### config.mk
export PLATFORM = sky130hd
export DESIGN_NAME = blifo_ctrl
export DESIGN_NICKNAME = d
export VERILOG_FILES = /design/src/rtl/blifo_pkg.sv /design/src/rtl/blifo_ctrl.sv
export SDC_FILE = /design/constraint.sdc
export NUM_CORES = 1
export LEC_CHECK = 0
export ABC_CLOCK_PERIOD_IN_PS = 1200
export BUFFER_PORTS_ARGS = -buffer_cell sky130_fd_sc_hd__buf_2
export CORE_AREA = 2 2 39 41
export DETAILED_ROUTE_END_ITERATION = 8
export DIE_AREA = 0 0 41 43
export HOLD_SLACK_MARGIN = 0.08
export PLACE_DENSITY = 0.34
export REMOVE_ABC_BUFFERS = 1
export SLEW_MARGIN = 25
export SYNTH_ARGS = -nofsm -noshare
export SYNTH_HDL_FRONTEND = slang
export SYNTH_SLANG_ARGS = --single-unit
export TNS_END_PERCENT = 1
### constraint.sdc
create_clock -name clk -period 1.2 [get_ports clk]
set_input_delay 0.18 -clock clk [delete_from_list [all_inputs] [get_ports clk]]
set_output_delay 0.18 -clock clk [all_outputs]
set_load 0.05 [all_outputs]
### src/rtl/blifo_pkg.sv
// Package: types, sizes and codes shared by the LIFO stack modules.
`timescale 1ns / 1ps
`default_nettype none

package blifo_pkg;

	localparam int DEPTH      = 256;
	localparam int DATA_WIDTH = 32;
	localparam int ADDR_W     = (DEPTH > 1) ? $clog2(DEPTH) : 1;
	localparam int CNT_W      = $clog2(DEPTH + 1);
	localparam int LIMIT_W    = 9;
	localparam int APB_AW     = 2;

	localparam logic [LIMIT_W-1:0] LIMIT_RESET = LIMIT_W'(256);

	localparam logic [1:0] REQ_PUSH = 2'd0;
	localparam logic [1:0] REQ_POP  = 2'd1;
	localparam logic [1:0] REQ_PEEK = 2'd2;

	localparam logic [1:0] ST_OK        = 2'd0;
	localparam logic [1:0] ST_OVERFLOW  = 2'd1;
	localparam logic [1:0] ST_UNDERFLOW = 2'd2;
	localparam logic [1:0] ST_RANGE     = 2'd3;

	typedef struct packed {
		logic [1:0]         req_type;
		logic signed [31:0] push_value;
		logic [7:0]         peek_index;
	} req_t;

	typedef struct packed {
		logic signed [31:0] read_value;
		logic [1:0]         status;
		logic [8:0]         fill_level;
		logic               is_empty;
		logic               is_full;
	} rsp_t;

	typedef struct packed {
		logic load;
		logic exec;
	} cmd_t;

endpackage

`default_nettype wire

### src/rtl/blifo_ctrl.sv
// Controller: sequences accept, execute and respond for one word at a time.
`timescale 1ns / 1ps
`default_nettype none

module blifo_ctrl
	import blifo_pkg::*;
(
	input  wire logic clk,
	input  wire logic arst_n,
	input  wire logic req_valid,
	output logic      req_ready,
	output logic      rsp_valid,
	input  wire logic rsp_ready,
	output cmd_t      cmd
);

	typedef enum logic [2:0] {
		S_IDLE = 3'b001,
		S_EXEC = 3'b010,
		S_RESP = 3'b100
	} state_t;

	state_t state_q, state_d;

	always_comb begin
		state_d = state_q;
		case (state_q)
			S_IDLE: begin
				if (req_valid) begin
					state_d = S_EXEC;
				end
			end
			S_EXEC: state_d = S_RESP;
			S_RESP: begin
				if (rsp_ready) begin
					state_d = S_IDLE;
				end
			end
			default: state_d = S_IDLE;
		endcase
	end

	always_ff @(posedge clk or negedge arst_n) begin
		if (!arst_n) begin
			state_q <= S_IDLE;
		end else begin
			state_q <= state_d;
		end
	end

	assign req_ready = (state_q == S_IDLE);
	assign rsp_valid = (state_q == S_RESP);
	assign cmd.load  = req_ready && req_valid;
	assign cmd.exec  = (state_q == S_EXEC);

endmodule

`default_nettype wire

# ---- After elaboration in Yosys (flattened, before gate mapping)
# Index checks and enable logic that the tools add are counted.
dict set report word_totals {
  regBits 3
  latchBits 0
  ram_bits 0
  mem_bits_ro 0
  output_inout_bits 4
  word_cells 11
  n_memories 0
}
dict set report op_classes {
  add_sub_neg 0
  mul 0
  div 0
  order_cmp 0
  n_eq_ne 5
  shift 0
  mux 3
  bitwise 0
  reduce_logical 2
}
# operator n
set ops {}
lappend ops {{3-bit case mux with 3 select lines} 1}
lappend ops {{3-bit 2-to-1 mux} 2}
lappend ops {{3-bit by 1-bit equality test with 1-bit output (second input constant)} 1}
lappend ops {{3-bit by 2-bit equality test with 1-bit output (second input constant)} 1}
lappend ops {{3-bit equality test (second input constant)} 1}
lappend ops {{2-bit by 1-bit inequality test with 1-bit output (second input constant)} 1}
lappend ops {{2-bit inequality test (second input constant)} 1}
lappend ops {{2-bit AND reduction} 1}
lappend ops {{1-bit logical AND} 1}

# ---- Longest topological paths before layout
# Gate-level depths: netlist (run 1).
dict set report depth {
  ltp_word 3
  ltp_mapped 2
  mapped_depth_nobuf 2
}

# ---- Worst setup path after synthesis (run 1)
# OpenSTA, ideal clock, no wires.
dict set report synth_timing {
  kind {register to output}
  from {register state_q[0]}
  to {output req_ready}
  arrival_ns 1.713
  t_required_ns 1.020
  slack_ns -0.693
  stages_incl_launch_ff 2
  path_buffers 0
  path_cell_list {dfstp_2 -> nor3b_1}
}
dict set report synth_between {
  elab_chain_len 1
}
# item line
set synth_lines {}
lappend synth_lines {{start, declared} blifo_ctrl.sv:23} ;# state_t state_q, state_d;
lappend synth_lines {{start signal, assigned} blifo_ctrl.sv:47} ;# state_q <= state_d;
lappend synth_lines {{3-bit by 1-bit equality test with 1-bit output} blifo_ctrl.sv:51} ;# assign req_ready = (state_q == S_IDLE);
lappend synth_lines {{end, declared} blifo_ctrl.sv:11} ;# output logic req_ready,
# No other way between the ends.

==> results of run 1 <==
critical path, stage by stage (launching register included):
cell and delay (ps):
dfstp_2 550, and4bb_2 280, buf_8 150
report_power, final:
group	leakage, nW	total (mW)	internal [mW]	switching, mW
registers	0.0371	0.198	0.149	0.0490
logic	0.0695	0.428	0.191	0.237
clock network	0.0150	0.174	0.124	0.0499
total	0.122	0.800	0.465	0.335
through the flow:
stage	power, mW	TNS, ps	instance area [sq um]	utilization [%]	std cells
2_1_floorplan	0.442	-1640	149	-	11
3_3_place_gp	0.508	-27.3	204	14.7	34
3_5_place_dp	0.514	-37.5	204	14.7	34
4_1_cts	0.778	-579	267	19.3	39
5_1_grt	0.855	-712	287	20.7	40
6_report	0.800	-498	287	20.7	40
kinds of logic after synthesis:
| logic type | after synthesis |
|---|---|
| simple gates | 8 |
| flops | 3 |
| buf+inv | 1 |
per-layer routing:
| layer | track usage [%] | vias up | part of all wire [%] |
|---|---|---|---|
| li1 | - | 71 | - |
| met1 | 5.84 | 56 | 55 |
| met2 | 3.75 | 8 | 31 |
| met3 | 4.71 | 0 | 14 |
| met4 | 6.00 | 0 | 0 |
| met5 | 0 | - | 0 |
cell type report:
class                   count  area [sq um]  share of cell area (%)
multi-input cells           8          82.6                    28.8
repair buffers              9          81.3                    28.4
flip-flops and latches      3          76.3                    26.6
clock buffers               4          26.3                    9.17
well taps                  16          20.0                    6.99
placed cells by master, fill, tap and decap left out, drive strengths merged:
master | Yosys | final
buf | 1 | 8
clkbuf | 0 | 4
nor3b | 3 | 3
and4bb | 2 | 2
dfrtp | 2 | 2
nor4b | 1 | 1
nor3 | 1 | 1
or2 | 1 | 1
dlygate4sd3 | 0 | 1
dfstp | 1 | 1
timing repair:
action	in CTS	in global routing
gates resized for setup	8	3
pin swaps	1	2
setup buffers	0	1
hold buffers	1	0
setup endpoints to repair	4	4
hold endpoints to repair	3	0
worst max path at each step:
| stage | from | to | slack (ps) | depth (start not counted) |
|---|---|---|---|---|
| 2_1_floorplan | state_q[0] | req_ready | -690 | 1 |
| 3_3_place_gp | state_q[0] | cmd[1] | -30 | 2 |
| 3_5_place_dp | state_q[0] | cmd[1] | -40 | 2 |
| 4_1_cts | state_q[0] | cmd[1] | -210 | 2 |
| 5_1_grt | state_q[0] | cmd[1] | -230 | 2 |
| 6_report | state_q[0] | cmd[1] | -190 | 2 |
==> run metrics, run 1 <==
status finished with violations; violated checks negative setup slack; simple-gate area share of the yosys netlist 46.4%; worst r2r src state_q[0]; n_diodes 0; Final ANT Viol Nets 0; adder-cell share of the synthesized area 0%; Hold Path Class primary input to async pin; Synth top area share 32.0%; critical path peak fanout 5; port buffer count 7; largest net degree at the start of global routing 7; clock-pin slew on the worst setup and hold paths 40 ps; die footprint 1760 sq um; Die Y 43 microns; synth warn 0; Synth area leader dfrtp_1; WL per Instance 7.90 microns; Largest regs state_q: 3 flops; Rel. slew slack 78.1%; Clock Latency Late Sink 230 ps; Critical Path RT between 1000 and 1500 ps; Initial Utilization 11.3%; drt drc 0; worst setup path category flip-flop to output pin; Pwr Density around 2800 nW/um^2; post-synthesis sequential area ratio 48.8%; Area Growth Syn to Fin 83.2%; Cell Rows 14; dominant synthesized flop cell dfrtp_1; max reg flops 3; top cells by count, synth 2 x and4bb_2, 2 x dfrtp_1, 2 x nor3b_1; xor/xnor share of the synthesized area 0%; ys async rst share 100%; TritonCTS clock tree built; vias in the first global route 114; fillers ~150; clk root buf clkbuf_4; CTS sink cnt 3; WP data arrival between 1000 and 1500 ps; clock buffer depth 2; first-pass GRT wire length 469 microns; Leak 0.122 nW; grt ovf 0; Boundary Pins 8; Worst Skew 0.528 ps; Final Max Slew Viols 0; fin nets 29; first drt pass iteration count 2; initial antenna violation count 0; Reg-to-Reg End state_q[2]; vias per cell 3.38; worst-margin pin slew between 300 and 400 ps; maximum clock rate 720 MHz; Setup-failing EPs final 4; routed wire length 316 microns; r2r setup slk approximately 120 ps; fraction of the mapped netlist area in compound gates 0%; crit path time final 1390 ps; Top reg by flops state_q; startpoint types flip-flop; DR vias 135; synthesized area per cell 13.0 sq um; unrepaired setup endpoints after global routing yes; RePlAce Congestion 0.584; Total GRT Usage 4.83%; Post-Syn Instances 12; H-Tree Depth 1; post-synthesis cell type count 9; final worst slack -189 ps; Post-synth EDFFs 0; Core Area 1380 sq um; FF+latch count, synth 3; Setup crit end kind output pin; MaxCap Viol Count 0; post-synthesis mux area share 0%; Fin. Hold Viols 0; most area-consuming cells after synthesis dfrtp_1 32%, dfstp_2 17%, and4bb_2 16%, nor3b_1 9.6%, nor3b_2 8.0%; cell depth of the worst flop-to-flop path 3; share of layout cells above drive strength 1 70.8%; Num CTS Buffers 3; Place WS -35.1 ps; maximum vdd drop approximately 0.00079 V; Fin Hold WS 269 ps; Iteration-0 DRC Markers 2; die width 41 microns; synthesized cell area 156 sq um; Tcrit/Tclk final 116%; largest family of logic cells by synthesized area simple AND/OR/NAND/NOR gates
(Power assumes the default switching activity.)
==> run 2: changes to the inputs <==
--- a/config.mk
+++ b/config.mk
@@ -5,14 +5,16 @@
 export SDC_FILE = /design/constraint.sdc
 export NUM_CORES = 1
 export LEC_CHECK = 0
+export ABC_AREA = 1
 export ABC_CLOCK_PERIOD_IN_PS = 1200
 export BUFFER_PORTS_ARGS = -buffer_cell sky130_fd_sc_hd__buf_2
 export CORE_AREA = 2 2 39 41
 export DETAILED_ROUTE_END_ITERATION = 8
 export DIE_AREA = 0 0 41 43
 export HOLD_SLACK_MARGIN = 0.08
-export PLACE_DENSITY = 0.34
+export PLACE_DENSITY = 0.36
 export REMOVE_ABC_BUFFERS = 1
+export SKIP_CTS_REPAIR_TIMING = 1
 export SLEW_MARGIN = 25
 export SYNTH_ARGS = -nofsm -noshare
 export SYNTH_HDL_FRONTEND = slang
==> run 2 against run 1 <==
Against the previous run:
- the flow still finishes with violations (negative setup slack)
- clock skew is 1.1 ps higher
- first-iteration DRC count grew to 2.5 times the previous value
- die area did not move
- clock power up 2%
- final cell count increased by 23%
- area after synthesis rose by 11%
- register-to-register slack improved by 60 ps
- via count is 24% higher
- global-route usage rose by 0.80 points
- fmax grew 3.4%
==> run metrics, run 2 <==
synth warn 0 (unchanged); crit path time final 1340 ps (-45.4 ps); Post-synth EDFFs 0 (unchanged); WL per Instance 7.29 microns (-7.8%); most frequent cells in the layout 3 x inv_2, 3 x inv_1, 3 x nand2_1, 3 x clkbuf_4, 3 x buf_2; Tcrit/Tclk final 112% (-3.8 points); clk root buf clkbuf_4; WP data arrival 1160 ps (-50 ps); grt ovf 0 (unchanged); Fin Hold WS 197 ps (-71.7 ps); Synth area leader dfrtp_1; Setup crit end kind output pin; worst-margin pin slew 149 ps (-175 ps); Pwr Density 3170 nW/um^2 (+14%); Post-Route Utilization 21.5% (+0.81 points); placed inst area 229 sq um (+12%); fin area 298 sq um (+3.9%); Die Y 43 microns (unchanged); Iteration-0 DRC Markers 5 (+3); Critical Path RT 1020 ps (about the same); clock-pin slew on the worst setup and hold paths 40 ps (about the same); r2r setup slk 180 ps (+60 ps); Core Area 1380 sq um (unchanged); DR vias 167 (+24%); most area-consuming cells after synthesis dfrtp_1 29%, dfstp_2 15%, nand3b_4 12%, inv_1 6.5%, inv_2 6.5%; share of layout cells above drive strength 1 54.5% (-16 points); Crit. Startpoint state_q[0]; worst r2r src state_q[0]; hpwl dp 265 microns; vias in the first global route 129 (+13%); Clock Latency Late Sink 230 ps (about the same); synthesized area per cell 8.28 sq um (-36%); routed wire length 357 microns (+13%); first-pass GRT wire length 579 microns (+23%); startpoint types flip-flop; Slowest-stage cell, CP dfstp_2; ys async rst share 100% (unchanged); Setup-failing EPs final 4 (unchanged); post-layout power 0.945 mW (+18%); final worst slack -143 ps (+45.4 ps); Top reg by flops state_q; RePlAce Congestion 0.557 (-4.6%); Rel. slew slack 90.0% (+12 points); Boundary Pins 8 (unchanged); Worst Setup EP cmd[1]; Final ANT Viol Nets 0 (unchanged); drt drc 0 (unchanged); H-Tree Depth 1 (unchanged); Crit. path cell count 3 (+1); unrepaired setup endpoints after global routing yes; largest net degree at the start of global routing 5 (-2); Cell Rows 14 (unchanged); die footprint 1760 sq um (unchanged); fin nets 38 (+31%); TritonCTS clock tree built; Synth top area share 28.8% (-3.2 points); CTS sink cnt 3 (unchanged); Post-Syn Instances 21 (+9); clock buffer depth 2 (unchanged); Num CTS Buffers 3 (unchanged); first drt pass iteration count 4 (+2); Final Max Slew Viols 0 (unchanged); Reg-to-Reg End state_q[0]; Top Family by Delay on Critical Path flip-flops; Hold Path Class primary input to flip-flop; Worst Skew 1.64 ps (+1.12 ps); vias per cell 3.41 (+0.98%); FF+latch count, synth 3 (unchanged); cells along the critical path nand3b_4 > nor2_4 > buf_6; initial antenna violation count 0 (unchanged); post-synthesis sequential area ratio 43.9% (-4.9 points); worst path bufs/invs 1 (unchanged); n_diodes 0 (unchanged); post-synthesis cell type count 11 (+2); top cells by count, synth 3 x inv_1, 3 x inv_2, 3 x nand2_1, 3 x nor2_1; Largest regs state_q: 3 flops; CP peak stage delay 570 ps (+20 ps); port buffer count 7 (unchanged); critical path peak fanout 4 (-1); maximum clock rate 744 MHz (+3.4%); maximum vdd drop 0.00171 V (+120%); Area Growth Syn to Fin 71.2%; dominant synthesized flop cell dfrtp_1; Leak 0.166 nW (+36%); Initial Utilization 12.6% (+1.3 points); status finished with violations; MaxCap Viol Count 0 (unchanged); violated checks negative setup slack; die width 41 microns (unchanged); Total GRT Usage 5.63% (+0.80 points); cell depth of the worst flop-to-flop path 4 (+1); synthesized cell area 174 sq um (+11%); worst setup path category flip-flop to output pin; max reg flops 3 (unchanged); Fin. Hold Viols 0 (unchanged)
run 2: changes by cell type after synthesis, moves of 2 or more:
cell	before	now
inv_1	0	3
and4bb_2	2	0
inv_2	0	3
nand3_1	0	2
nor2_1	0	3
nor3b_1	2	0
nand2_1	0	3
run 2: cell families (layout without fill, tap and decap cells):
kind of cell / after synthesis / in the layout / share of synthesized area [%]
buffers and inverters: 7 / 19 / 17.3
flip-flops: 3 / 3 / 43.9
AND/OR/NAND/NOR: 11 / 11 / 38.8
run 2: routing by layer:
metal	GRT usage, %	part of all wire [%]	up-vias
li1	-	-	87
met2	5.31	43	11
met3	3.14	14	0
met4	8.00	0	0
met1	6.80	43	69
met5	0	0	-
run 2: final cells by class:
type / instances / area, sq um
Fill cell: 148 / 1090
Timing Repair Buffer: 9 / 77.6
Sequential cell: 3 / 76.3
Multi-Input combinational cell: 11 / 75.1
Clock buffer: 4 / 26.3
Inverter: 6 / 22.5
Tap cell: 16 / 20.0
run 2: how the worst min path moves through the flow:
stage | from | endpoint | cells after the start
after floorplan | arst_n | state_q[1] | 0
after global placement | arst_n | state_q[2] | 1
after detailed placement | arst_n | state_q[2] | 1
after CTS | arst_n | state_q[2] | 1
after global routing | req_valid | state_q[0] | 4
final | req_valid | state_q[0] | 4
run 2: through the flow:
stage / cells / worst slack (ps) / TNS (ps)
after detailed placement: 44 / 19.2 / 0
final: 49 / -143 / -402
after CTS: 48 / -232 / -662
after floorplan: 20 / -467 / -744
after global routing: 49 / -192 / -607
after global placement: 44 / 14.8 / 0
run 2: where the power goes:
group | switching (mW) | internal (mW)
Clock | 0.0532 | 0.125
Sequential | 0.0474 | 0.156
Combinational | 0.336 | 0.228
Total | 0.437 | 0.508
run 2: tightest hold or removal path: cells and delay by family:
family / cells / cell delay, ps
and+or+nand+nor: 2 / 110
buffers and inverters: 2 / 120
==> run 3: changes to the inputs <==
--- a/config.mk
+++ b/config.mk
@@ -9,6 +9,7 @@
 export ABC_CLOCK_PERIOD_IN_PS = 1200
 export BUFFER_PORTS_ARGS = -buffer_cell sky130_fd_sc_hd__buf_2
 export CORE_AREA = 2 2 39 41
+export CTS_BUF_LIST = sky130_fd_sc_hd__clkbuf_16
 export DETAILED_ROUTE_END_ITERATION = 8
 export DIE_AREA = 0 0 41 43
 export HOLD_SLACK_MARGIN = 0.08
==> run 3 against run 2 <==
Against the previous run:
- the flow still finishes with violations (negative setup slack)
- largest power group unchanged
- fmax increased by 0.61%
- register-to-register slack about the same
- non-clock buffer count stayed put
==> run metrics, run 3 (same netlist as run 2, synthesis figures left out) <==
Cell Rows 14 (unchanged); routed wire length 387 microns (+8.4%); Leak 0.193 nW (+16%); Clock Latency Late Sink 220 ps (about the same); worst-margin pin slew 149 ps (+0.000715 ps); Crit. Startpoint state_q[0]; crit path time final 1340 ps (-8.08 ps); maximum vdd drop 0.00172 V (+0.59%); Largest regs state_q: 3 flops; MaxCap Viol Count 0 (unchanged); fin nets 38 (unchanged); violated checks negative setup slack; Non-Filler Instances 49 (unchanged); final worst slack -135 ps (+8.08 ps); P_int 0.814 mW (+60%); Fin. Hold Viols 0 (unchanged); maximum clock rate 749 MHz (+0.61%); hpwl dp 265 microns (unchanged); cell depth of the worst flop-to-flop path 4 (unchanged); Combinational Power Share 43.7% (-16 points); die width 41 microns (unchanged); first drt pass iteration count 4 (unchanged); vias per cell 3.45 (+1.2%); hold path depth 4 (unchanged); RePlAce Congestion 0.557 (unchanged); Sw Share 36.9% (-9.3 points); Total GRT Usage 6.14% (+0.50 points); CTS sink cnt 3 (unchanged); status finished with violations; critical path peak fanout 4 (unchanged); largest net degree at the start of global routing 5 (unchanged); Hold Path Class primary input to flip-flop; Num CTS Buffers 3 (unchanged); fin area 350 sq um (+18%); WL per Instance 7.90 microns (+8.4%); vias in the first global route 140 (+8.5%); H-Tree Depth 1 (unchanged); worst r2r src state_q[0]; Core Area 1380 sq um (unchanged); grt ovf 0 (unchanged); Initial Utilization 12.6% (unchanged); Boundary Pins 8 (unchanged); clock buffer depth 2 (unchanged); clock-pin slew on the worst setup and hold paths 30 ps (about the same); r2r setup slk 180 ps (about the same); port buffer count 7 (unchanged); placed inst area 229 sq um (unchanged); Seq pwr share 15.8% (-5.7 points); Setup crit end kind output pin; Tcrit/Tclk final 111% (-0.67 points); WP data arrival 1160 ps (about the same); Top reg by flops state_q; Psw 0.476 mW (+9.1%); clk root buf clkbuf_16; die footprint 1760 sq um (unchanged); Clk pwr share 40.5% (+22 points); Worst Skew 0.107 ps (-1.54 ps); max reg flops 3 (unchanged); unrepaired setup endpoints after global routing yes; TritonCTS clock tree built; Critical Path RT 1020 ps (about the same); DR vias 169 (+1.2%); Worst Setup EP cmd[1]; Die Y 43 microns (unchanged); Pwr Density 3680 nW/um^2 (+16%); Rel. slew slack 90.0% (unchanged); n_diodes 0 (unchanged); Iteration-0 DRC Markers 5 (unchanged); Placed Instances 44 (unchanged); share of layout cells above drive strength 1 54.5% (unchanged); drt drc 0 (unchanged); most frequent cells in the layout 4 x inv_1, 3 x inv_2, 3 x nand2_1, 3 x clkbuf_16, 3 x buf_2; Final Max Slew Viols 0 (unchanged); startpoint types flip-flop; Final ANT Viol Nets 0 (unchanged); Setup-failing EPs final 4 (unchanged); initial antenna violation count 0 (unchanged); Area Growth Syn to Fin 101%; first-pass GRT wire length 621 microns (+7.3%); most common cell after layout, fill and taps aside inv_1; worst setup path category flip-flop to output pin; Reg-to-Reg End state_q[0]
run 3: layer usage:
| metal | vias up | GRT usage [%] | share of wire [%] |
|---|---|---|---|
| met5 | - | 0 | 0 |
| met4 | 0 | 8.00 | 4.4 |
| met3 | 2 | 4.71 | 13 |
| met2 | 13 | 5.63 | 37 |
| met1 | 68 | 7.12 | 45 |
| li1 | 86 | - | - |
run 3: worst min-delay path by stage:
stage / to / from
2_1_floorplan: state_q[1] / arst_n
3_3_place_gp: state_q[2] / arst_n
5_1_grt: state_q[0] / req_valid
4_1_cts: state_q[2] / arst_n
6_report: state_q[0] / req_valid
3_5_place_dp: state_q[2] / arst_n
run 3: final cells by class:
class	count	area, sq um
Clock buffer	3	75.1
Sequential cell	3	76.3
Tap cell	16	20.0
Timing Repair Buffer	9	77.6
Clock inverter	1	3.75
Multi-Input combinational cell	11	75.1
Inverter	6	22.5
Fill cell	145	1030
run 3: per-stage QoR:
step	worst slack (ps)	setup TNS [ps]	utilization (%)	hold slack (ps)	power, mW
2_1_floorplan	-467	-744	-	-116	0.541
3_3_place_gp	14.8	0	16.5	-20.7	0.658
3_5_place_dp	19.2	0	16.5	-21.3	0.656
4_1_cts	-220	-610	22.2	-256	1.18
5_1_grt	-175	-542	25.3	232	1.36
6_report	-135	-369	25.3	206	1.29
run 3: power groups by stage:
stage | registers [mW] | clock network (mW) | logic (mW)
3_5_place_dp | 0.205 | 0 | 0.450
3_3_place_gp | 0.205 | 0 | 0.452
6_report | 0.204 | 0.522 | 0.564
4_1_cts | 0.204 | 0.526 | 0.451
2_1_floorplan | 0.195 | 0 | 0.345
5_1_grt | 0.214 | 0.532 | 0.610
run 3: critical path: stages, from the launching register on:
cell and delay [ps]:
dfstp_2 570, nand3b_4 110, nor2_4 100, buf_6 160
